===== src/rtl/rmq_pkg.sv =====
// ---------------------------------------------------------------------------
// rmq_pkg: shared types and constants for the matrix to quaternion pipeline
// Field widths, lane numbering, width helpers and the sign flag bundle.
// ---------------------------------------------------------------------------
package rmq_pkg;

  // default number of fraction bits (q2.14)
  localparam int FRAC_BITS_DEF = 14;

  // fixed field widths
  localparam int IN_W  = 16;
  localparam int QW_W  = 15;
  localparam int QV_W  = 16;

  // largest magnitude a result field can carry
  localparam logic [QW_W-1:0] MAG_MAX = 15'h7fff;

  // one square root lane per quaternion part
  localparam int LANES  = 4;
  localparam int LANE_W = 0;
  localparam int LANE_X = 1;
  localparam int LANE_Y = 2;
  localparam int LANE_Z = 3;

  // signed width of one plus three diagonal entries
  function automatic int sum_width(input int frac);
    return ((frac > 17) ? frac : 17) + 2;
  endfunction

  // radicand width: clamped sum shifted up by frac, rounded up to even
  function automatic int rad_width(input int frac);
    return ((sum_width(frac) - 1 + frac + 1) / 2) * 2;
  endfunction

  // sign flags carried beside the roots
  typedef struct packed {
    logic neg_x;
    logic neg_y;
    logic neg_z;
  } sign_t;

endpackage


===== src/rtl/rmq_root_step.sv =====
// ---------------------------------------------------------------------------
// rmq_root_step: one digit of the restoring square root, four lanes
// Brings in two radicand bits and decides one root bit per lane.
// ---------------------------------------------------------------------------
module rmq_root_step #(
  parameter int RAD_W  = rmq_pkg::rad_width(rmq_pkg::FRAC_BITS_DEF),
  parameter int ROOT_W = rmq_pkg::rad_width(rmq_pkg::FRAC_BITS_DEF) / 2
) (
  input  logic                                    clk,
  input  logic                                    rst_n,
  input  logic                                    in_valid,
  output logic                                    in_ready,
  input  logic [rmq_pkg::LANES-1:0][RAD_W-1:0]    rad_i,
  input  logic [rmq_pkg::LANES-1:0][ROOT_W+1:0]   rem_i,
  input  logic [rmq_pkg::LANES-1:0][ROOT_W-1:0]   root_i,
  input  rmq_pkg::sign_t                          sign_i,
  output logic                                    out_valid,
  input  logic                                    out_ready,
  output logic [rmq_pkg::LANES-1:0][RAD_W-1:0]    rad_o,
  output logic [rmq_pkg::LANES-1:0][ROOT_W+1:0]   rem_o,
  output logic [rmq_pkg::LANES-1:0][ROOT_W-1:0]   root_o,
  output rmq_pkg::sign_t                          sign_o
);

  logic [ROOT_W+1:0] rem_sh [rmq_pkg::LANES];
  logic [ROOT_W+1:0] trial  [rmq_pkg::LANES];

  logic                                  v_r;
  logic [rmq_pkg::LANES-1:0][RAD_W-1:0]  rad_r, rad_nxt;
  logic [rmq_pkg::LANES-1:0][ROOT_W+1:0] rem_r, rem_nxt;
  logic [rmq_pkg::LANES-1:0][ROOT_W-1:0] root_r, root_nxt;
  rmq_pkg::sign_t                        sign_r;

  always_comb begin
    for (int l = 0; l < rmq_pkg::LANES; l++) begin
      rem_sh[l] = {rem_i[l][ROOT_W-1:0], rad_i[l][RAD_W-1 -: 2]};
      trial[l]  = {root_i[l], 2'b01};
      if (rem_sh[l] >= trial[l]) begin
        rem_nxt[l]  = rem_sh[l] - trial[l];
        root_nxt[l] = {root_i[l][ROOT_W-2:0], 1'b1};
      end else begin
        rem_nxt[l]  = rem_sh[l];
        root_nxt[l] = {root_i[l][ROOT_W-2:0], 1'b0};
      end
      rad_nxt[l] = {rad_i[l][RAD_W-3:0], 2'b00};
    end
  end

  assign in_ready = !v_r || out_ready;

  always_ff @(posedge clk) begin
    if (!rst_n) begin
      v_r <= 1'b0;
    end else if (in_ready) begin
      v_r <= in_valid;
    end
  end

  always_ff @(posedge clk) begin
    if (in_valid && in_ready) begin
      rad_r  <= rad_nxt;
      rem_r  <= rem_nxt;
      root_r <= root_nxt;
      sign_r <= sign_i;
    end
  end

  assign out_valid = v_r;
  assign rad_o     = rad_r;
  assign rem_o     = rem_r;
  assign root_o    = root_r;
  assign sign_o    = sign_r;

endmodule


===== config.mk =====
export PLATFORM = sky130hd
export DESIGN_NAME = rmq_root_step
export DESIGN_NICKNAME = d
export VERILOG_FILES = /design/src/rtl/rmq_pkg.sv /design/src/rtl/rmq_root_step.sv
export SDC_FILE = /design/constraint.sdc
export NUM_CORES = 1
export LEC_CHECK = 0
export ABC_AREA = 1
export BUFFER_PORTS_ARGS = -buffer_cell sky130_fd_sc_hd__buf_2
export CAP_MARGIN = 20
export CELL_PAD_IN_SITES_DETAIL_PLACEMENT = 0
export CELL_PAD_IN_SITES_GLOBAL_PLACEMENT = 1
export CORE_AREA = 2 2 212 214
export DETAILED_ROUTE_END_ITERATION = 6
export DIE_AREA = 0 0 214 216
export PLACE_DENSITY_LB_ADDON = 0.1
export SLEW_MARGIN = 20
export SYNTH_ARGS = -nofsm -noshare
export SYNTH_HDL_FRONTEND = slang
export SYNTH_SLANG_ARGS = --single-unit

===== constraint.sdc =====
create_clock -name clk -period 17.1 [get_ports clk]
set_input_delay 2.565 -clock clk [delete_from_list [all_inputs] [get_ports clk]]
set_output_delay 2.565 -clock clk [all_outputs]
set_load 0.03 [all_outputs]

==> results.sh <==
export IMPL_met2_usage_pct=31.1
export IMPL_p_comb_share_pct=22.1
export IMPL_drive_above_1_share_pct=29.8
export IMPL_nNetsFinal=2259
export IMPL_crit_fanout=2
export IMPL_timing_final_crit_share_pct=32.6
export IMPL_p_switching_mw=0.545
export IMPL_power_density_nw_per_um2=103
export IMPL_avgSynthCellArea_um2=9.61
export IMPL_path_depth=4
export IMPL_die_y_um=216
export IMPL_die_w_um=214
export IMPL_grtUsageMet1_pct=20.8
export IMPL_switching_share_pct=30.5
export IMPL_slowest_stage="buf_2"
export IMPL_drc=0
export IMPL_crit_end="in_ready"
export IMPL_max_stage_delay_ns=0.18
export IMPL_relSlewSlack_pct=33.0
export IMPL_worst_slew_pin_slew_ns=1.00
export IMPL_reg2reg_depth=4
export IMPL_dp_slack_ns=11.47
export IMPL_post_cts_buffers=0
export IMPL_die_area_um2=46200
export IMPL_h_tree_depth=1
export IMPL_fillers=4541
export IMPL_min_from="out_valid"
export IMPL_crit_path_start="out_ready"
export IMPL_worstPathRequired_ns=14.53
export IMPL_finalHoldWorstSlack_ns=0.548
export IMPL_gp_congestion=0.841
export IMPL_placed_area_um2=16400
export IMPL_finalHoldViolCount=0
export IMPL_dp_hpwl_um=33200
export IMPL_io_pins=540
export IMPL_grt_util_met3_pct=5.13
export IMPL_cap_violations=0
export IMPL_dr_pass1_iters=5
export IMPL_hold_path_class="flip-flop to flip-flop"
export IMPL_port_buffers=523
export IMPL_cp_arrival_ns=3.01
export IMPL_grt_overflow_total=0
export IMPL_crit_reg2reg_launch="out_valid"
export IMPL_core_area_um2=43800
export IMPL_worstPathCellList="buf_2 > inv_1 > nand2_1 > buf_2"
export IMPL_finClkSkew_ns=0.0114
export IMPL_crit_family="buffers and inverters"
export IMPL_synth_area_um2=13200
export IMPL_cp_num_buf_inv=3
export IMPL_cts_hold_buffers=0
export IMPL_viasPerCell=4.28
export IMPL_fin_crit_ns=5.58
export IMPL_status="completed"
export IMPL_clk_latency_ns=0.56
export IMPL_path_class="primary input to output port"
export IMPL_synth_seq_area_share_pct=59.3
export IMPL_synth_cells=1370
export IMPL_ant_nets=0
export IMPL_yosys_warnings=0
export IMPL_p_int_mw=1.24
export IMPL_pwr_share_seq_pct=43.4
export IMPL_grt_pass1_wl_um=63400
export IMPL_clockBufferDepth=3
export IMPL_top_usage_layer="met2"
export IMPL_worst_slack_ns=11.52
export IMPL_drt_iter0_markers=481
export IMPL_grtUsageTotal_pct=17.6
export IMPL_worstSetupEndpointType="output port"
export IMPL_dpl_cell_count=2476
export IMPL_cts_tree="done"
export IMPL_fin_setup_tns_ns=0
export IMPL_postCtsResizedCells=0
export IMPL_grt_max_degree=78
export IMPL_r2r_end="rem_o[49]"
export IMPL_start_util_pct=30.0
export IMPL_rsz0062_at_grt="no"
export IMPL_setup_viol=0
export IMPL_cts_num_sinks=260
export IMPL_clk_pin_slew_ns=0.06
export IMPL_cts_root_buffer="clkbuf_16"
export IMPL_final_area_um2=17400
export IMPL_max_freq_ghz=0.179
export IMPL_wl_per_cell_um=16.4
export IMPL_fp_row_count=77
export IMPL_instances_no_fill=2535
export IMPL_seqCellArea_um2=7800
export IMPL_antenna_found_initial=12
export IMPL_drv_slew=0
export IMPL_pwr_share_clk_pct=34.5
export IMPL_path_common_cell="buf_2"
export IMPL_fin_total_pwr_mw=1.79
export IMPL_drt_wl_total_um=41500
export IMPL_synth_cell_type_count=21
export IMPL_vias=10852
export IMPL_syn_to_final_growth_pct=32.0
export IMPL_post_route_util_pct=39.6
export IMPL_start_kind="primary input"
export IMPL_synth_seq_cells=260
export IMPL_grt_pass1_vias=11068
export IMPL_numCtsBuffers=30
export IMPL_peakVddDrop_uv=75.5
export IMPL_r2r_slack_ns=13.88
export IMPL_cellLeakagePower_nw=8.74
export IMPL_multiInputGateArea_um2=4400
==> metal layers <==
layer / vias up / share of wire (%) / routed length [um]
met5: - / 0.26 / 106
met4: 16 / 2.2 / 921
met3: 63 / 7.4 / 3070
met2: 345 / 48 / 20100
met1: 4892 / 42 / 17400
li1: 5536 / - / -
==> flip-flops by register name, indices dropped and copies added, names as in the netlist <==
register,cells
root_o,64
rad_o,120
out_valid,1
sign_o,3
rem_o,72
==> layout make-up <==
class	instances	area share [%]
Inverter	222	4.80
Multi-Input combinational cell	875	25.3
Timing Repair Buffer	527	15.2
Sequential cell	260	44.9
Clock buffer	37	4.60
Antenna cell	3	0.0432
Clock inverter	19	0.828
Tap cell	592	4.26
==> synthesized netlist by cell type <==
cell type	instances	area, um2
a21boi_0	1	7.51
a21oi_1	57	285
and2_1	4	25.0
buf_4	16	120
buf_6	4	45.0
conb_1	1	3.75
dfxtp_1	1	20.0
edfxtp_1	259	7780
ha_1	72	901
inv_1	218	818
inv_2	4	15.0
nand2_1	507	1900
nand2_2	6	37.5
nand3_1	68	340
nand3b_1	12	90.1
nand4_1	8	50.1
nor2_1	60	225
nor3_1	8	40.0
o21ai_0	28	140
xnor2_1	4	35.0
xor2_1	32	280
==> worst reg2reg max path: stages, from the launching register on <==
cell and delay [ns]:
dfxtp_1 0.34, a21oi_4 0.14, buf_4 0.60, buf_4 0.74, buf_4 0.90
==> placed cells by master (no fill, tap or decap), drive strengths merged, types with 4 or more instances in the layout <==
cell type	synthesis	routed
nand2	513	513
buf	20	527
xnor2	4	4
xor2	32	32
clkbuf	0	37
and2	4	4
nand3b	12	12
ha	72	72
clkinv	0	16
nand3	68	68
inv	222	222
nand4	8	8
edfxtp	259	259
nor3	8	8
o21ai	28	28
a21oi	57	57
nor2	60	60
conb	1	8
==> cell families (layout without fill, tap and decap cells) <==
| group | Yosys count | count (layout) | synth area share [%] |
|---|---|---|---|
| adder cells (fa/ha/maj) | 72 | 72 | 6.85 |
| AO/OA/AOI/OAI | 86 | 86 | 3.29 |
| flip-flops | 260 | 260 | 59.3 |
| other | 1 | 11 | 0.0285 |
| buffers and inverters | 242 | 805 | 7.59 |
| XOR/XNOR | 36 | 36 | 2.40 |
| AND/OR/NAND/NOR | 673 | 673 | 20.6 |
==> power groups by stage <==
stage          Combinational, mW  Clock, mW  Sequential (mW)
5_1_grt                    0.440      0.665            0.779
3_5_place_dp               0.402          0            0.788
6_report                   0.395      0.615            0.774
2_1_floorplan              0.171          0            0.903
4_1_cts                    0.403      0.645            0.775
3_3_place_gp               0.402          0            0.787
==> worst min path at each step <==
stage | end | slack [ns] | cells past startpoint
after floorplan | out_valid | 0.86 | 2
after global placement | out_valid | 0.54 | 2
after detailed placement | out_valid | 0.55 | 2
after CTS | out_valid | 0.55 | 2
after global routing | out_valid | 0.60 | 2
final | out_valid | 0.55 | 2
Note: power is estimated with default switching activity, not from simulation.
