## config.mk

```make
export PLATFORM = sky130hd
export DESIGN_NAME = rmq_sum_stage_flat
export DESIGN_NICKNAME = d
export VERILOG_FILES = /design/src/rtl/rmq_pkg.sv /design/src/rtl/rmq_if.sv /design/src/rtl/rmq_sum_stage.sv /design/src/flat_wrapper.sv
export SDC_FILE = /design/constraint.sdc
export NUM_CORES = 1
export LEC_CHECK = 0
export BUFFER_PORTS_ARGS = -buffer_cell sky130_fd_sc_hd__buf_2
export CAP_MARGIN = 25
export CORE_MARGIN = 1.5
export CORE_UTILIZATION = 45
export CTS_CLUSTER_SIZE = 28
export DETAILED_ROUTE_END_ITERATION = 8
export HOLD_SLACK_MARGIN = 0.02
export PLACE_DENSITY = 0.7
export SLEW_MARGIN = 20
export SYNTH_ARGS = -nofsm -noshare
export SYNTH_HDL_FRONTEND = slang
export SYNTH_SLANG_ARGS = --single-unit
```

## constraint.sdc

```tcl
create_clock -name clk -period 14.4 [get_ports clk]
set_input_delay 0 -clock clk [delete_from_list [all_inputs] [get_ports clk]]
set_output_delay 0 -clock clk [all_outputs]
set_load 0.02 [all_outputs]
```

## src/rtl/rmq_pkg.sv

```systemverilog
// ---------------------------------------------------------------------------
// rmq_pkg: shared types and constants for the matrix to quaternion pipeline
// Field widths, lane numbering, width helpers and the sign flag bundle.
// ---------------------------------------------------------------------------
package rmq_pkg;

  // default number of fraction bits (q2.14)
  localparam int FRAC_BITS_DEF = 14;

  // fixed field widths
  localparam int IN_W  = 16;
  localparam int QW_W  = 15;
  localparam int QV_W  = 16;

  // largest magnitude a result field can carry
  localparam logic [QW_W-1:0] MAG_MAX = 15'h7fff;

  // one square root lane per quaternion part
  localparam int LANES  = 4;
  localparam int LANE_W = 0;
  localparam int LANE_X = 1;
  localparam int LANE_Y = 2;
  localparam int LANE_Z = 3;

  // signed width of one plus three diagonal entries
  function automatic int sum_width(input int frac);
    return ((frac > 17) ? frac : 17) + 2;
  endfunction

  // radicand width: clamped sum shifted up by frac, rounded up to even
  function automatic int rad_width(input int frac);
    return ((sum_width(frac) - 1 + frac + 1) / 2) * 2;
  endfunction

  // sign flags carried beside the roots
  typedef struct packed {
    logic neg_x;
    logic neg_y;
    logic neg_z;
  } sign_t;

endpackage

```

## src/rtl/rmq_if.sv

```systemverilog
// ---------------------------------------------------------------------------
// rmq_if: item channels of the matrix to quaternion pipeline
// Input channel carries nine matrix entries, output channel one quaternion.
// ---------------------------------------------------------------------------
interface rmq_in_if;
  logic                           valid;
  logic                           ready;
  logic signed [rmq_pkg::IN_W-1:0] m00;
  logic signed [rmq_pkg::IN_W-1:0] m01;
  logic signed [rmq_pkg::IN_W-1:0] m02;
  logic signed [rmq_pkg::IN_W-1:0] m10;
  logic signed [rmq_pkg::IN_W-1:0] m11;
  logic signed [rmq_pkg::IN_W-1:0] m12;
  logic signed [rmq_pkg::IN_W-1:0] m20;
  logic signed [rmq_pkg::IN_W-1:0] m21;
  logic signed [rmq_pkg::IN_W-1:0] m22;

  modport source (
    output valid, m00, m01, m02, m10, m11, m12, m20, m21, m22,
    input  ready
  );
  modport sink (
    input  valid, m00, m01, m02, m10, m11, m12, m20, m21, m22,
    output ready
  );
endinterface


```

## src/rtl/rmq_sum_stage.sv

```systemverilog
// ---------------------------------------------------------------------------
// rmq_sum_stage: diagonal sums, clamp and sign flags
// Forms the four radicands and the three off-diagonal signs, registered.
// ---------------------------------------------------------------------------
module rmq_sum_stage #(
  parameter int FRAC_BITS = rmq_pkg::FRAC_BITS_DEF,
  parameter int RAD_W     = rmq_pkg::rad_width(rmq_pkg::FRAC_BITS_DEF)
) (
  input  logic                                  clk,
  input  logic                                  rst_n,
  rmq_in_if.sink                                in_if,
  output logic                                  out_valid,
  input  logic                                  out_ready,
  output logic [rmq_pkg::LANES-1:0][RAD_W-1:0]  rad_o,
  output rmq_pkg::sign_t                        sign_o
);

  localparam int SUM_W = rmq_pkg::sum_width(FRAC_BITS);
  localparam int MAG_W = SUM_W - 1;
  localparam logic signed [SUM_W-1:0] ONE = SUM_W'(1) << FRAC_BITS;

  logic signed [SUM_W-1:0] e00, e11, e22;
  logic signed [SUM_W-1:0] sum_l [rmq_pkg::LANES];
  logic [MAG_W-1:0] mag_l [rmq_pkg::LANES];

  logic                                 v_r;
  logic [rmq_pkg::LANES-1:0][RAD_W-1:0] rad_r, rad_nxt;
  rmq_pkg::sign_t                       sign_r, sign_nxt;

  assign e00 = SUM_W'(in_if.m00);
  assign e11 = SUM_W'(in_if.m11);
  assign e22 = SUM_W'(in_if.m22);

  always_comb begin
    sum_l[rmq_pkg::LANE_W] = ONE + e00 + e11 + e22;
    sum_l[rmq_pkg::LANE_X] = ONE + e00 - e11 - e22;
    sum_l[rmq_pkg::LANE_Y] = ONE - e00 + e11 - e22;
    sum_l[rmq_pkg::LANE_Z] = ONE - e00 - e11 + e22;
    for (int l = 0; l < rmq_pkg::LANES; l++) begin
      // a sum at or below zero gives a zero root
      if (sum_l[l][SUM_W-1] || (sum_l[l] == '0)) begin
        mag_l[l] = '0;
      end else begin
        mag_l[l] = sum_l[l][MAG_W-1:0];
      end
      rad_nxt[l] = RAD_W'({mag_l[l], {FRAC_BITS{1'b0}}});
    end
    sign_nxt.neg_x = in_if.m21 < in_if.m12;
    sign_nxt.neg_y = in_if.m02 < in_if.m20;
    sign_nxt.neg_z = in_if.m10 < in_if.m01;
  end

  assign in_if.ready = !v_r || out_ready;

  always_ff @(posedge clk) begin
    if (!rst_n) begin
      v_r <= 1'b0;
    end else if (in_if.ready) begin
      v_r <= in_if.valid;
    end
  end

  always_ff @(posedge clk) begin
    if (in_if.valid && in_if.ready) begin
      rad_r  <= rad_nxt;
      sign_r <= sign_nxt;
    end
  end

  assign out_valid = v_r;
  assign rad_o     = rad_r;
  assign sign_o    = sign_r;

endmodule

```

## src/flat_wrapper.sv

```systemverilog
// flat-port wrapper written by rule: the top's interface ports become plain ports
module rmq_sum_stage_flat 
#(
  parameter int FRAC_BITS = rmq_pkg::FRAC_BITS_DEF,
  parameter int RAD_W     = rmq_pkg::rad_width(rmq_pkg::FRAC_BITS_DEF)
)
  (clk, rst_n, out_valid, out_ready, rad_o, sign_o, in_if_valid, in_if_m00, in_if_m01, in_if_m02, in_if_m10, in_if_m11, in_if_m12, in_if_m20, in_if_m21, in_if_m22, in_if_ready);
  rmq_in_if in_if_i ();
  input  logic clk;
  input  logic rst_n;
  output logic out_valid;
  input  logic out_ready;
  output logic [rmq_pkg::LANES-1:0][RAD_W-1:0] rad_o;
  output rmq_pkg::sign_t sign_o;
  input wire logic [$bits(in_if_i.valid)-1:0] in_if_valid;
  input wire logic [$bits(in_if_i.m00)-1:0] in_if_m00;
  input wire logic [$bits(in_if_i.m01)-1:0] in_if_m01;
  input wire logic [$bits(in_if_i.m02)-1:0] in_if_m02;
  input wire logic [$bits(in_if_i.m10)-1:0] in_if_m10;
  input wire logic [$bits(in_if_i.m11)-1:0] in_if_m11;
  input wire logic [$bits(in_if_i.m12)-1:0] in_if_m12;
  input wire logic [$bits(in_if_i.m20)-1:0] in_if_m20;
  input wire logic [$bits(in_if_i.m21)-1:0] in_if_m21;
  input wire logic [$bits(in_if_i.m22)-1:0] in_if_m22;
  output wire logic [$bits(in_if_i.ready)-1:0] in_if_ready;
  assign in_if_i.valid = in_if_valid;
  assign in_if_i.m00 = in_if_m00;
  assign in_if_i.m01 = in_if_m01;
  assign in_if_i.m02 = in_if_m02;
  assign in_if_i.m10 = in_if_m10;
  assign in_if_i.m11 = in_if_m11;
  assign in_if_i.m12 = in_if_m12;
  assign in_if_i.m20 = in_if_m20;
  assign in_if_i.m21 = in_if_m21;
  assign in_if_i.m22 = in_if_m22;
  assign in_if_ready = in_if_i.ready;
  rmq_sum_stage #(.FRAC_BITS(FRAC_BITS), .RAD_W(RAD_W)) u_core (.clk(clk), .rst_n(rst_n), .in_if(in_if_i), .out_valid(out_valid), .out_ready(out_ready), .rad_o(rad_o), .sign_o(sign_o));
endmodule
```

==> metrics.md <==
| Metric | Value |
|---|---|
| Vias | `between 9000 and 10000` |
| Gr usage total | `roughly 22%` |
| Leakage | `between 5 and 6 nW` |
| Clock Power Share | `roughly 19%` |
| Post-Synthesis Cells | `1191` |
| Final period util | `approximately a third` |
| Worst Skew | `roughly 0.0065 ns` |
| RSZ-0062 raised after global routing | `false` |
| DRT Pass-1 Iters | `5` |
| Wire per inst | `around 15 um` |
| Die span in x | `154.0 um` |
| CP Buf/Inv Count | `2` |
| Area contributors post-synth | `edfxtp_1 (22%), ha_1 (21%), xnor2_1 (5.2%), inv_1 (5.0%), fa_1 (4.7%)` |
| Mux contribution to synthesized area | `0.2928%` |
| WHS Path Cells | `3` |
| Initial antenna violation count | `0` |
| Maxcap violations | `0` |
| Synth Area in Compound Gates | `17.83%` |
| Slowest stage delay, CP | `~0.60 ns` |
| Achievable Freq | `202.7 MHz` |
| Total CTS buffers | `9` |
| Status | `finished clean` |
| Largest family of logic cells by synthesized area | `adder cells` |
| Synth unique cells | `70` |
| Setup Buffers After CTS | `0` |
| P_sw | `around 600 uW` |
| Commonest cells in the netlist | `ha_1 (172), inv_1 (136), nor2_1 (128)` |
| Register clock-pin slew on the reported worst setup and hold paths | `0.06 ns` |
| Final setup TNS | `0 ns` |
| H-tree levels | `3` |
| Sequential share of power | `24.9%` |
| Net Sw Frac | `about 43%` |
| Endpoint class of the critical path | `flip-flop` |
| Reg2reg setup slack | `~13 ns` |
| Synth-to-layout area growth | `15.30%` |
| Fin. Hold Viols | `0` |
| Crit path time final | `4.933 ns` |
| Core ar. | `between 20000 and 25000 um^2` |
| Area share of the largest cell type after synthesis | `between 20% and 30%` |
| Via density | `5.306` |
| Pin count of the biggest net entering global routing | `76` |
| CP dominant cell by count | `ha_1` |
| CP arrival | `5.01 ns` |
| Slew Limit Fails | `0` |
| Final Setup Violations | `0` |
| Comb pwr share | `56.6%` |
| CTS tree | `done` |
| Startpoint type of the worst setup path | `input pin` |
| N_diodes | `0` |
| Slowest library cell on the worst path | `o22ai_2` |
| CTS sink count | `76` |
| Gpl congestion | `~0.92` |
| Peak supply drop | `0.00005556 V` |
| Int Power | `797.1 uW` |
| Pwr dens | `119.0 nW/um^2` |
| First-pass GRT wire length | `approximately 42000 um` |
| Tightest Pin Transition | `roughly 0.85 ns` |
| Site Rows | `55` |
| R2r startpoint | `u_core.out_valid$_SDFFE_PN0N_` |
| Post-Syn Area per Cell | `8.610 um^2` |
| Number of synthesis warnings | `0` |
| Slew HR | `a little over two fifths` |
| Total grt overflow | `0` |
| Layout Nets | `roughly 1800` |
| Final WS setup | `roughly 9.5 ns` |
| Worst skew pair latency | `about 0.36 ns` |
| Cell family with the largest share of critical-path delay | `compound AO/OA/AOI/OAI gates` |
| DP Worst Slack | `~9.1 ns` |
| Worst Hold Path EP | `u_core.sign_o[1]$_DFFE_PP_` |
| Clock root buffer | `clkbuf_16` |
| DRT iter0 DRCs | `roughly 370` |
| Worst hold path startpoint | `in_if_m02[15]` |
| Most common cell in the netlist | `ha_1` |
| Number of synthesized flops with an enable pin | `75` |
| DRC | `0` |
| R2r endpoint | `u_core.rad_o[121]$_SDFFCE_PP0P_` |
| Cells on worst reg2reg path | `3` |
| Hold WS | `~0.15 ns` |
| Num ports | `~280` |
| DPL Wire Length | `22070 um` |
| Drt total wl | `about 26000 um` |
| XOR/XNOR Fraction of Synth Area | `8.370%` |
| Hold buffer count at cts | `2` |
| Layout cells sized above 1 | `a little under a fifth` |
| CP max FO | `17` |
| CTS resizes | `0` |
| Clock Path Buffers | `2` |
| ANT nets after route | `0` |
| Vias in the first global route | `roughly 8700` |
| Asr flop ratio synth | `0%` |
| Largest area contributor in the synthesized netlist | `edfxtp_1` |
| Adder-cell share of the synthesized area | `25.67%` |
| Worst Path Required | `14.47 ns` |
| Port bufs | `about 220` |
| Hold crit path type | `in -> reg` |
| Cell Chain, Critical Path | `buf_2, inv_1, ha_1, nand2_1, or3_1, or3_1, xor2_1, ha_1, nor3_1, a311oi_1, nor2_1, nor2_1, o21bai_1, xnor2_1, ha_1, and2_1, a31oi_1, o21ai_0, o41ai_2, o21ai_1, o22ai_2, nor3_1` |
| Die height | `154.0 um` |
| Synth Area in Simple Gates | `15.96%` |
| Worst setup path category | `in -> reg` |
| Sequential fraction of the synthesis area | `~22%` |
| Starting Density | `a little under half` |
| FF+latch count, synth | `76` |
| Die area | `23700 um^2` |
| Ys flop type | `edfxtp_1` |
| Mapped Area | `a little over 10000 um^2` |
-- tightest hold or removal path: cells and delay by family --
| family | cells | cell delay (ns) |
|---|---|---|
| adders and majority gates | 1 | 0.15 |
| buffers and inverters | 1 | 0.08 |
| AOI/OAI and AO/OA | 1 | 0.17 |
-- per-stage QoR --
step	area, um^2	utilization (%)	cells	power [mW]
6_report	11820	52.54	1705	1.407
3_3_place_gp	11460	50.92	1686	1.134
5_1_grt	11820	52.54	1705	1.511
2_1_floorplan	10460	-	1246	0.9449
4_1_cts	11800	52.42	1704	1.411
3_5_place_dp	11460	50.92	1686	1.146
-- metal layers --
metal,wire (um),track usage [%],up-vias
li1,-,-,4531
met1,11960,28.85,4145
met5,0,0,-
met2,12110,37.69,332
met3,1526,2.734,39
met4,727,8.507,0
-- flip-flops by register name, indices dropped and copies added, names as in the netlist --
| signal | cells |
|---|---|
| u_core.sign_o | 3 |
| u_core.rad_o | 72 |
| u_core.out_valid | 1 |
-- placed cells by master, fill, tap and decap left out, drive strengths merged, types with 19 or more instances in the layout --
| cell | instances |
|---|---|
| nand2b | 19 |
| nor2 | 128 |
| xnor2 | 61 |
| o21ai | 54 |
| buf | 225 |
| ha | 172 |
| edfxtp | 75 |
| xor2 | 37 |
| nor3 | 40 |
| a21o | 34 |
| a31oi | 20 |
| fa | 24 |
| a21oi | 74 |
| nor2b | 29 |
| inv | 137 |
| conb | 56 |
| nand2 | 40 |
-- cells by family (layout without fill, tap and decap cells) --
family | Yosys count | in the layout
simple gates | 333 | 333
compound gates | 279 | 279
flops | 76 | 76
mux | 3 | 3
other cells | 1 | 56
buf+inv | 205 | 379
fa+ha+maj | 196 | 196
xor+xnor | 98 | 98
-- power groups by stage --
stage	clock network, mW	logic [mW]	registers (mW)
2_1_floorplan	0	0.515	0.430
3_3_place_gp	0	0.778	0.356
3_5_place_dp	0	0.789	0.356
4_1_cts	0.264	0.794	0.353
5_1_grt	0.271	0.884	0.356
6_report	0.260	0.796	0.351
-- cell type report --
type	instances	area [um^2]
sequential	76	2272
clock buffer	10	229.0
clock inverter	6	88.84
timing repair buffer	227	1169
tap	285	356.6
multi-input combinational	965	7198
fill	2132	10680
inverter	136	510.5
-- worst max-delay path by stage --
stage / start / cells after the start / endpoint / slack [ns]
6_report: in_if_m00[0] / 22 / u_core.rad_o[83]$_SDFFCE_PP0P_ / 9.47
3_5_place_dp: in_if_m00[0] / 22 / u_core.rad_o[88]$_SDFFCE_PP0P_ / 9.08
5_1_grt: in_if_m00[2] / 23 / u_core.rad_o[89]$_SDFFCE_PP0P_ / 8.91
2_1_floorplan: in_if_m00[0] / 21 / u_core.rad_o[80]$_SDFFCE_PP0P_ / 9.83
3_3_place_gp: in_if_m00[0] / 22 / u_core.rad_o[83]$_SDFFCE_PP0P_ / 9.15
4_1_cts: in_if_m00[0] / 22 / u_core.rad_o[88]$_SDFFCE_PP0P_ / 9.45
Note: power is estimated with default switching activity, not from simulation.
