--- config.mk ---
export PLATFORM = sky130hd
export DESIGN_NAME = rmq_out_stage_flat
export DESIGN_NICKNAME = d
export VERILOG_FILES = /design/src/rtl/rmq_pkg.sv /design/src/rtl/rmq_if.sv /design/src/rtl/rmq_out_stage.sv /design/src/flat_wrapper.sv
export SDC_FILE = /design/constraint.sdc
export NUM_CORES = 1
export LEC_CHECK = 0
export ABC_AREA = 1
export BUFFER_PORTS_ARGS = -buffer_cell sky130_fd_sc_hd__buf_4
export CAP_MARGIN = 20
export CORE_MARGIN = 3
export CORE_UTILIZATION = 48
export DETAILED_ROUTE_END_ITERATION = 8
export GPL_ROUTABILITY_DRIVEN = 0
export PLACE_DENSITY_LB_ADDON = 0.05
export SYNTH_ARGS = -nofsm -noshare
export SYNTH_HDL_FRONTEND = slang
export SYNTH_SLANG_ARGS = --single-unit
export TNS_END_PERCENT = 1
--- constraint.sdc ---
create_clock -name clk -period 4.85 [get_ports clk]
set_input_delay 0.485 -clock clk [delete_from_list [all_inputs] [get_ports clk]]
set_output_delay 0.485 -clock clk [all_outputs]
set_load 0.02 [all_outputs]
--- src/rtl/rmq_pkg.sv ---
// ---------------------------------------------------------------------------
// rmq_pkg: shared types and constants for the matrix to quaternion pipeline
// Field widths, lane numbering, width helpers and the sign flag bundle.
// ---------------------------------------------------------------------------
package rmq_pkg;

  // default number of fraction bits (q2.14)
  localparam int FRAC_BITS_DEF = 14;

  // fixed field widths
  localparam int IN_W  = 16;
  localparam int QW_W  = 15;
  localparam int QV_W  = 16;

  // largest magnitude a result field can carry
  localparam logic [QW_W-1:0] MAG_MAX = 15'h7fff;

  // one square root lane per quaternion part
  localparam int LANES  = 4;
  localparam int LANE_W = 0;
  localparam int LANE_X = 1;
  localparam int LANE_Y = 2;
  localparam int LANE_Z = 3;

  // signed width of one plus three diagonal entries
  function automatic int sum_width(input int frac);
    return ((frac > 17) ? frac : 17) + 2;
  endfunction

  // radicand width: clamped sum shifted up by frac, rounded up to even
  function automatic int rad_width(input int frac);
    return ((sum_width(frac) - 1 + frac + 1) / 2) * 2;
  endfunction

  // sign flags carried beside the roots
  typedef struct packed {
    logic neg_x;
    logic neg_y;
    logic neg_z;
  } sign_t;

endpackage

--- src/rtl/rmq_if.sv ---


interface rmq_out_if;
  logic                           valid;
  logic                           ready;
  logic        [rmq_pkg::QW_W-1:0] quat_w;
  logic signed [rmq_pkg::QV_W-1:0] quat_x;
  logic signed [rmq_pkg::QV_W-1:0] quat_y;
  logic signed [rmq_pkg::QV_W-1:0] quat_z;

  modport source (
    output valid, quat_w, quat_x, quat_y, quat_z,
    input  ready
  );
  modport sink (
    input  valid, quat_w, quat_x, quat_y, quat_z,
    output ready
  );
endinterface

--- src/rtl/rmq_out_stage.sv ---
// ---------------------------------------------------------------------------
// rmq_out_stage: halve, saturate and sign the roots
// Output register of the pipeline, drives the result channel.
// ---------------------------------------------------------------------------
module rmq_out_stage #(
  parameter int ROOT_W = rmq_pkg::rad_width(rmq_pkg::FRAC_BITS_DEF) / 2
) (
  input  logic                                   clk,
  input  logic                                   rst_n,
  input  logic                                   in_valid,
  output logic                                   in_ready,
  input  logic [rmq_pkg::LANES-1:0][ROOT_W-1:0]  root_i,
  input  rmq_pkg::sign_t                         sign_i,
  rmq_out_if.source                              out_if
);

  localparam int HALF_W = ROOT_W - 1;
  localparam int CMP_W  = (HALF_W > rmq_pkg::QV_W) ? HALF_W : rmq_pkg::QV_W;

  logic [HALF_W-1:0]        half_l [rmq_pkg::LANES];
  logic [rmq_pkg::QW_W-1:0] mag_l  [rmq_pkg::LANES];
  logic [rmq_pkg::QV_W-1:0] ext_l  [rmq_pkg::LANES];

  logic                            v_r;
  logic [rmq_pkg::QW_W-1:0]        qw_r, qw_nxt;
  logic signed [rmq_pkg::QV_W-1:0] qx_r, qx_nxt;
  logic signed [rmq_pkg::QV_W-1:0] qy_r, qy_nxt;
  logic signed [rmq_pkg::QV_W-1:0] qz_r, qz_nxt;

  always_comb begin
    for (int l = 0; l < rmq_pkg::LANES; l++) begin
      half_l[l] = root_i[l][ROOT_W-1:1];
      if (CMP_W'(half_l[l]) > CMP_W'(rmq_pkg::MAG_MAX)) begin
        mag_l[l] = rmq_pkg::MAG_MAX;
      end else begin
        mag_l[l] = rmq_pkg::QW_W'(half_l[l]);
      end
      ext_l[l] = {1'b0, mag_l[l]};
    end
    qw_nxt = mag_l[rmq_pkg::LANE_W];
    // negating a zero magnitude stays zero
    qx_nxt = sign_i.neg_x ? ('0 - ext_l[rmq_pkg::LANE_X]) : ext_l[rmq_pkg::LANE_X];
    qy_nxt = sign_i.neg_y ? ('0 - ext_l[rmq_pkg::LANE_Y]) : ext_l[rmq_pkg::LANE_Y];
    qz_nxt = sign_i.neg_z ? ('0 - ext_l[rmq_pkg::LANE_Z]) : ext_l[rmq_pkg::LANE_Z];
  end

  assign in_ready = !v_r || out_if.ready;

  always_ff @(posedge clk) begin
    if (!rst_n) begin
      v_r <= 1'b0;
    end else if (in_ready) begin
      v_r <= in_valid;
    end
  end

  always_ff @(posedge clk) begin
    if (in_valid && in_ready) begin
      qw_r <= qw_nxt;
      qx_r <= qx_nxt;
      qy_r <= qy_nxt;
      qz_r <= qz_nxt;
    end
  end

  assign out_if.valid  = v_r;
  assign out_if.quat_w = qw_r;
  assign out_if.quat_x = qx_r;
  assign out_if.quat_y = qy_r;
  assign out_if.quat_z = qz_r;

endmodule
--- src/flat_wrapper.sv ---
// flat-port wrapper written by rule: the top's interface ports become plain ports
module rmq_out_stage_flat 
#(
  parameter int ROOT_W = rmq_pkg::rad_width(rmq_pkg::FRAC_BITS_DEF) / 2
)
  (clk, rst_n, in_valid, in_ready, root_i, sign_i, out_if_valid, out_if_quat_w, out_if_quat_x, out_if_quat_y, out_if_quat_z, out_if_ready);
  rmq_out_if out_if_i ();
  input  logic clk;
  input  logic rst_n;
  input  logic in_valid;
  output logic in_ready;
  input  logic [rmq_pkg::LANES-1:0][ROOT_W-1:0] root_i;
  input  rmq_pkg::sign_t sign_i;
  output wire logic [$bits(out_if_i.valid)-1:0] out_if_valid;
  output wire logic [$bits(out_if_i.quat_w)-1:0] out_if_quat_w;
  output wire logic [$bits(out_if_i.quat_x)-1:0] out_if_quat_x;
  output wire logic [$bits(out_if_i.quat_y)-1:0] out_if_quat_y;
  output wire logic [$bits(out_if_i.quat_z)-1:0] out_if_quat_z;
  input wire logic [$bits(out_if_i.ready)-1:0] out_if_ready;
  assign out_if_valid = out_if_i.valid;
  assign out_if_quat_w = out_if_i.quat_w;
  assign out_if_quat_x = out_if_i.quat_x;
  assign out_if_quat_y = out_if_i.quat_y;
  assign out_if_quat_z = out_if_i.quat_z;
  assign out_if_i.ready = out_if_ready;
  rmq_out_stage #(.ROOT_W(ROOT_W)) u_core (.clk(clk), .rst_n(rst_n), .in_valid(in_valid), .in_ready(in_ready), .root_i(root_i), .sign_i(sign_i), .out_if(out_if_i));
endmodule
==> impl_results.md, run 1 <==
* Worst Hold Launch: root_i[5]
* Cts hold-fix bufs at 0
* Via density at just under 5
* Area grow syn2layout at 40.4%
* Inserted Diodes at 0
* Fill count at around 520
* Vias in the first global route at around 2500
* Leakage at between 2 and 2.5 nW
* Worst slew margin at 74.2%
* Sw power at between 0.0003 and 0.0004 W
* Asr flop ratio synth at 0%
* Setup Viol. Count Final at 0
* Top_reg_cell synth: edfxtp_1
* CTS tree: built
* Final Skew at between 0.007 and 0.008 ns
* Total GRT Usage at around a fifth
* Post-CTS sizing at 0
* Avg WL per Cell at 13.5 um
* GR Overflow Total at 0
* Share of cells above drive strength 1 at 35.5%
* Class of the tightest hold or removal check: in -> reg
* EDFF count, synth at 63
* CP startpoint: u_core.out_if.valid
* Clock Pin Slew Worst Setup and Hold Paths at approximately 0.080 ns
* Total Wirelength at approximately 7400 um
* DR vias at 2679
* Die ar. at 7680 um^2
* Port Buffers at between 100 and 150
* Crit share post-route at 34.7%
* RSZ-0062 raised after global routing: false
* Finished layout cell area at 4490 um^2
* Crit end category: flip-flop
* Largest net degree at the start of global routing at 36
* Sequential share of the synthesized area at about three fifths
* Area after DPL at roughly 4300 um^2
* Max Fclk at 594 MHz
* Area of the multi-input gates at approximately 1100 um^2
* Site Rows at 29
* CTS Buf Count at 9
* CTS root buffer: clkbuf_8
* WP data required at approximately 4.8 ns
* Switch share at about 27%
* Starting DRT DRC Count at 114
* Die extent in x at between 80 and 90 um
* Synthesized area at around 3200 um^2
* 1st-pass router iterations at 4
* Initial antenna violation count at 0
* Core region area at roughly 6400 um^2
* Slew Limit Fails at 0
* CP arrival at 1.67 ns
* Power Density at between 300 and 400 nW/um^2
* Peak VDD IR at about 0.00019 V
* Worst hold margin at approximately 0.33 ns
* Hold Fails Final Rpt at 0
* Layout net count at 540
* Chip Height at between 80 and 90 um
* #FFs+latches synth at 64
* Critical path class: reg -> reg
* Status: complete, no violations
* Total nets after synthesis at between 400 and 500
* Detail Route Antenna Nets at 0
* # Max-Cap Violations at 0
* Cell count after synthesis at around 330
* Setup tns final at 0 ns
* Combinational power share at approximately a fifth
* Clock power share at about a third
* Register area at roughly 1900 um^2
* Drt drc at 0
* Min Tclk post-route at ~1.7 ns
* IO Count at ~140
* Worst-path maximum fanout at 29
* Clk Latency, worst-skew pair at 0.33 ns
* Reg2reg setup slack at about 3.2 ns
* Synth Area per Inst at between 9 and 10 um^2
* Detailed placement HPWL at approximately 5600 um
* Ys Warns at 0
* Internal Power at 0.00101 W
* Sequential Power Share at 47.9%
* # H-tree levels at 3
* First-pass GRT wire length at approximately 12000 um
* Post-CTS Setup Inserts at 0
* Initial Util at 50.1%
* Max Buffers Root-to-Sink at 2
* Synth unique cells at 27
* Actual slew at the worst max-slew pin at roughly 0.39 ns
* Reg2Reg Launch Point: u_core.out_if.valid
* Setup crit start kind: flip-flop
* CTS Sinks at 64
critical path, cell delays in order (launching register included):
cell and delay, ns:
dfxtp_1 0.35, a21oi_4 0.34, buf_12 0.24, buf_4 0.39
final cells by class:
cell class,instances,area share [%]
Sequential cell,64,42.6
Clock buffer,9,2.76
Inverter,44,3.68
Tap cell,77,2.15
Clock inverter,7,1.81
Timing Repair Buffer,133,22.5
Multi-Input combinational cell,214,24.5
Yosys cell counts (4+ instances only):
| master | instances | area share (%) |
|---|---|---|
| nand3b_1 | 5 | 1.2 |
| buf_2 | 4 | 0.63 |
| edfxtp_1 | 63 | 59 |
| nor2_1 | 27 | 3.2 |
| xnor2_1 | 10 | 2.7 |
| nor2_2 | 7 | 1.4 |
| nand2_1 | 90 | 11 |
| nand3_1 | 29 | 4.5 |
| xor2_1 | 9 | 2.5 |
| inv_1 | 43 | 5.0 |
| o21ai_0 | 14 | 2.2 |
state kept, by name, summed over array words and instances (netlist names):
name	cells
u_core.out_if.quat_w	15
u_core.out_if.quat_x	16
u_core.out_if.quat_y	16
u_core.out_if.quat_z	16
u_core.out_if.valid	1
power groups by stage:
stage          Sequential [W]  Combinational, W  Clock [W]
2_1_floorplan        0.000735         0.0000831          0
3_3_place_gp         0.000680          0.000256          0
3_5_place_dp         0.000681          0.000262          0
4_1_cts              0.000670          0.000262   0.000476
5_1_grt              0.000672          0.000288   0.000503
6_report             0.000669          0.000263   0.000464
metal layers:
metal,part of all wire [%],vias to the layer above,track usage [%]
li1,-,1360,-
met1,41,1224,23.8
met2,50,91,33.0
met3,8.5,4,5.64
met4,0.80,0,7.39
met5,0,-,0
cells by family (layout without fill, tap and decap cells):
logic type | count (synthesis) | count (layout) | synth area share (%)
buffers and inverters | 50 | 193 | 6.18
AOI/OAI and AO/OA | 26 | 26 | 4.89
xor gates and xnor gates | 19 | 19 | 5.21
DFF | 64 | 64 | 59.8
and+or+nand+nor | 166 | 166 | 22.7
adders and majority gates | 3 | 3 | 1.17
path summary, 6_finish.rpt:
check,cells past startpoint,to
worst min-delay path,1,u_core.out_if.quat_w[4]
worst min register to register,2,u_core.out_if.valid
worst max-delay path,3,u_core.out_if.quat_y[5]
worst max register to register,3,u_core.out_if.quat_y[5]
metrics by stage:
stage	utilization, %	worst slack (ns)	instances	total power, W
global placement	66.8	2.49	531	0.000936
CTS	70.0	2.71	547	0.00141
finish	70.3	3.17	548	0.00140
floorplan	-	0.763	328	0.000818
global route	70.3	3.04	548	0.00146
detailed placement	66.8	2.45	531	0.000943
cell usage in the layout, fill, tap and decap left out, drive strengths merged:
cell	netlist	layout
o211ai	1	1
bufinv	0	1
a21boi	1	1
clkinvlp	0	1
xnor2	10	10
ha	3	3
inv	44	45
a21oi	2	2
xor2	9	9
o21ai	20	20
edfxtp	63	63
nand3b	5	5
nand2	93	93
nor3	2	2
buf	5	133
clkbuf	1	9
a31oi	2	2
nand3	30	30
dfxtp	1	1
clkinv	0	4
nor2	36	36
No activity file was read; power rests on OpenSTA's default activity.
==> run 2, diff against run 1 <==
==> constraint.sdc (replaced) <==
create_clock -name clk -period 1.8 [get_ports clk]
set_input_delay 0.18 -clock clk [delete_from_list [all_inputs] [get_ports clk]]
set_output_delay 0.18 -clock clk [all_outputs]
set_load 0.02 [all_outputs]
==> run 2 against run 1 <==
Maximum frequency grew 50%. Combinational power rose to 2.7 times the previous value. Cell area rose by 0.67%. Utilization increased by 0.47 points. First-iteration DRC count is 32% lower. Critical endpoint is now u_core.out_if.quat_x[1]. Largest power group unchanged.
==> impl_results.md, run 2 (synthesis results as in run 1) <==
* Drt drc at 0 (unchanged)
* Crit-path slowest cell: dfxtp_4 (was buf_4)
* Routed length on met3 at 595 um (was 625 um)
* Met2 WL at 3660 um (was 3690 um)
* CTS Buf Count at 9 (unchanged)
* Cts hold-fix bufs at 0 (unchanged)
* Hold Path Depth at 1 (unchanged)
* Chip Height at 87.6 um (unchanged)
* Worst-path maximum fanout at 44 (was 29)
* Register area at 1920 um^2 (was 1910 um^2)
* DR vias at 2650 (was 2679)
* Setup Viol. Count Final at 0 (unchanged)
* Post-CTS sizing at 0 (unchanged)
* RSZ-0062 raised after global routing: false (unchanged)
* Top delay family on crit path: flip-flops (was buffers and inverters)
* Worst Hold Launch: root_i[11] (was root_i[5])
* CTS root buffer: clkbuf_8 (unchanged)
* Layout net count at 542 (was 540)
* # Max-Cap Violations at 0 (unchanged)
* Area of the multi-input gates at 1100 um^2 (unchanged)
* Die ar. at 7680 um^2 (unchanged)
* Reg2Reg Launch Point: u_core.out_if.valid (unchanged)
* Hold Fails Final Rpt at 0 (unchanged)
* # H-tree levels at 3 (unchanged)
* Worst hold endpoint: u_core.out_if.quat_w[10] (was u_core.out_if.quat_w[4])
* Inserted Diodes at 0 (unchanged)
* Total Wirelength at 7340 um (was 7380 um)
* Area after DPL at 4290 um^2 (was 4260 um^2)
* Max Buffers Root-to-Sink at 2 (unchanged)
* Actual slew at the worst max-slew pin at 0.255 ns (was 0.387 ns)
* Core region area at 6390 um^2 (unchanged)
* Largest net degree at the start of global routing at 45 (was 36)
* Crit end category: flip-flop (unchanged)
* IO Count at 136 (unchanged)
* Initial antenna violation count at 0 (unchanged)
* Peak VDD IR at 0.000917 V (was 0.000191 V)
* Leakage at 2.09 nW (was 2.08 nW)
* Max Used Layer: met4 (unchanged)
* Largest stage delay, worst path at 0.36 ns (was 0.39 ns)
* Worst R2R End: u_core.out_if.quat_x[1] (was u_core.out_if.quat_y[5])
* Worst hold margin at 0.0262 ns (was 0.325 ns)
* Post-CTS Setup Inserts at 0 (unchanged)
* Detail Route Antenna Nets at 0 (unchanged)
* GR Overflow Total at 0 (unchanged)
* First-pass GRT wire length at 11200 um (was 11600 um)
* Vias in the first global route at 2460 (was 2549)
* Clk Latency, worst-skew pair at 0.32 ns (was 0.33 ns)
* Setup crit start kind: flip-flop (unchanged)
* CTS tree: built (unchanged)
* Critical path class: reg -> reg (unchanged)
* WP data required at 1.81 ns (was 4.84 ns)
* Most common cell after layout, fill and taps aside: buf_4 (unchanged)
* CTS Sinks at 64 (unchanged)
* CP Buf/Inv Count at 1 (was 2)
* Final Skew at 0.00795 ns (was 0.00704 ns)
* Commonest non-fill, non-tap cells in the layout: buf_4 (132), nand2_1 (90), edfxtp_1 (63), inv_1 (43), nand3_1 (29) (unchanged)
* Status: complete, no violations (unchanged)
* Worst slew margin at 82.8% (was 74.2%)
* Slew Limit Fails at 0 (unchanged)
* Via density at 4.82 (was 4.89)
* Reg2reg setup slack at 0.68 ns (was 3.17 ns)
* Critical path cell sequence: a21oi_4 -> buf_12 (was a21oi_4 -> buf_12 -> buf_4)
* Min Tclk post-route at 1.12 ns (was 1.68 ns)
* Setup tns final at 0 ns (unchanged)
* Port Buffers at 131 (unchanged)
* Die extent in x at 87.6 um (unchanged)
* Clock Pin Slew Worst Setup and Hold Paths at 0.07 ns (was 0.08 ns)
* Starting DRT DRC Count at 77 (was 114)
* Worst r2r path cells at 2 (was 3)
* Crit share post-route at 62.3% (was 34.7%)
* 1st-pass router iterations at 4 (unchanged)
* Met1 Wirelength at 2990 um (was 3000 um)
* Finished layout cell area at 4520 um^2 (was 4490 um^2)
* Total GRT Usage at 19.0% (was 19.6%)
* Max Fclk at 892 MHz (was 594 MHz)
* Class of the tightest hold or removal check: in -> reg (unchanged)
* CP arrival at 1.13 ns (was 1.67 ns)
* Fill count at 529 (was 521)
* Area grow syn2layout at 41.3% (was 40.4%)
* Share of cells above drive strength 1 at 35.1% (was 35.5%)
* Avg WL per Cell at 13.3 um (was 13.5 um)
* Initial Util at 50.1% (unchanged)
* Site Rows at 29 (unchanged)
* Power Density at 848 nW/um^2 (was 311 nW/um^2)
* Detailed placement HPWL at 5570 um (about the same)
## run 2: layout make-up
class                           instances  area share (%)
Clock buffer                           10            2.82
Clock inverter                          6            1.86
Sequential cell                        64            42.4
Multi-Input combinational cell        214            24.3
Tap cell                               77            2.13
Timing Repair Buffer                  135            22.8
Inverter                               44            3.66
## run 2: worst reg2reg max path: stages, from the launching register on
cell and delay [ns]:
dfxtp_4 0.36, a21oi_4 0.15, buf_12 0.26
## run 2: through the flow
step / cells / setup slack, ns / power [W] / util [%]
after floorplan: 328 / -0.0686 / 0.00220 / -
after global placement: 532 / 0.435 / 0.00253 / 67.1
after detailed placement: 532 / 0.382 / 0.00254 / 67.1
after CTS: 548 / 0.676 / 0.00387 / 70.4
after global routing: 550 / 0.611 / 0.00401 / 70.7
final: 550 / 0.678 / 0.00383 / 70.7
## run 2: report_power, final
| group | internal (W) | leakage, nW | total, W | switching [W] |
|---|---|---|---|---|
| logic | 0.000312 | 1.37 | 0.000710 | 0.000398 |
| clock network | 0.000773 | 0.0999 | 0.00132 | 0.000547 |
| registers | 0.00177 | 0.620 | 0.00180 | 0.0000293 |
## run 2: worst max-delay path by stage
stage                             start  slack (ns)  cells after the start                  endpoint
CTS                 u_core.out_if.valid        0.68                      2   u_core.out_if.quat_x[1]
finish              u_core.out_if.valid        0.68                      2   u_core.out_if.quat_x[1]
detailed placement           root_i[18]        0.38                     10  u_core.out_if.quat_x[12]
floorplan           u_core.out_if.valid       -0.07                      1   u_core.out_if.quat_w[0]
global route                 root_i[18]        0.61                     10  u_core.out_if.quat_x[12]
global placement             root_i[18]        0.44                     10  u_core.out_if.quat_x[12]
## run 2: routing by layer
| layer | vias up | GRT usage (%) |
|---|---|---|
| met5 | - | 0 |
| met4 | 0 | 7.67 |
| met2 | 90 | 32.8 |
| li1 | 1356 | - |
| met1 | 1197 | 22.1 |
| met3 | 7 | 5.46 |
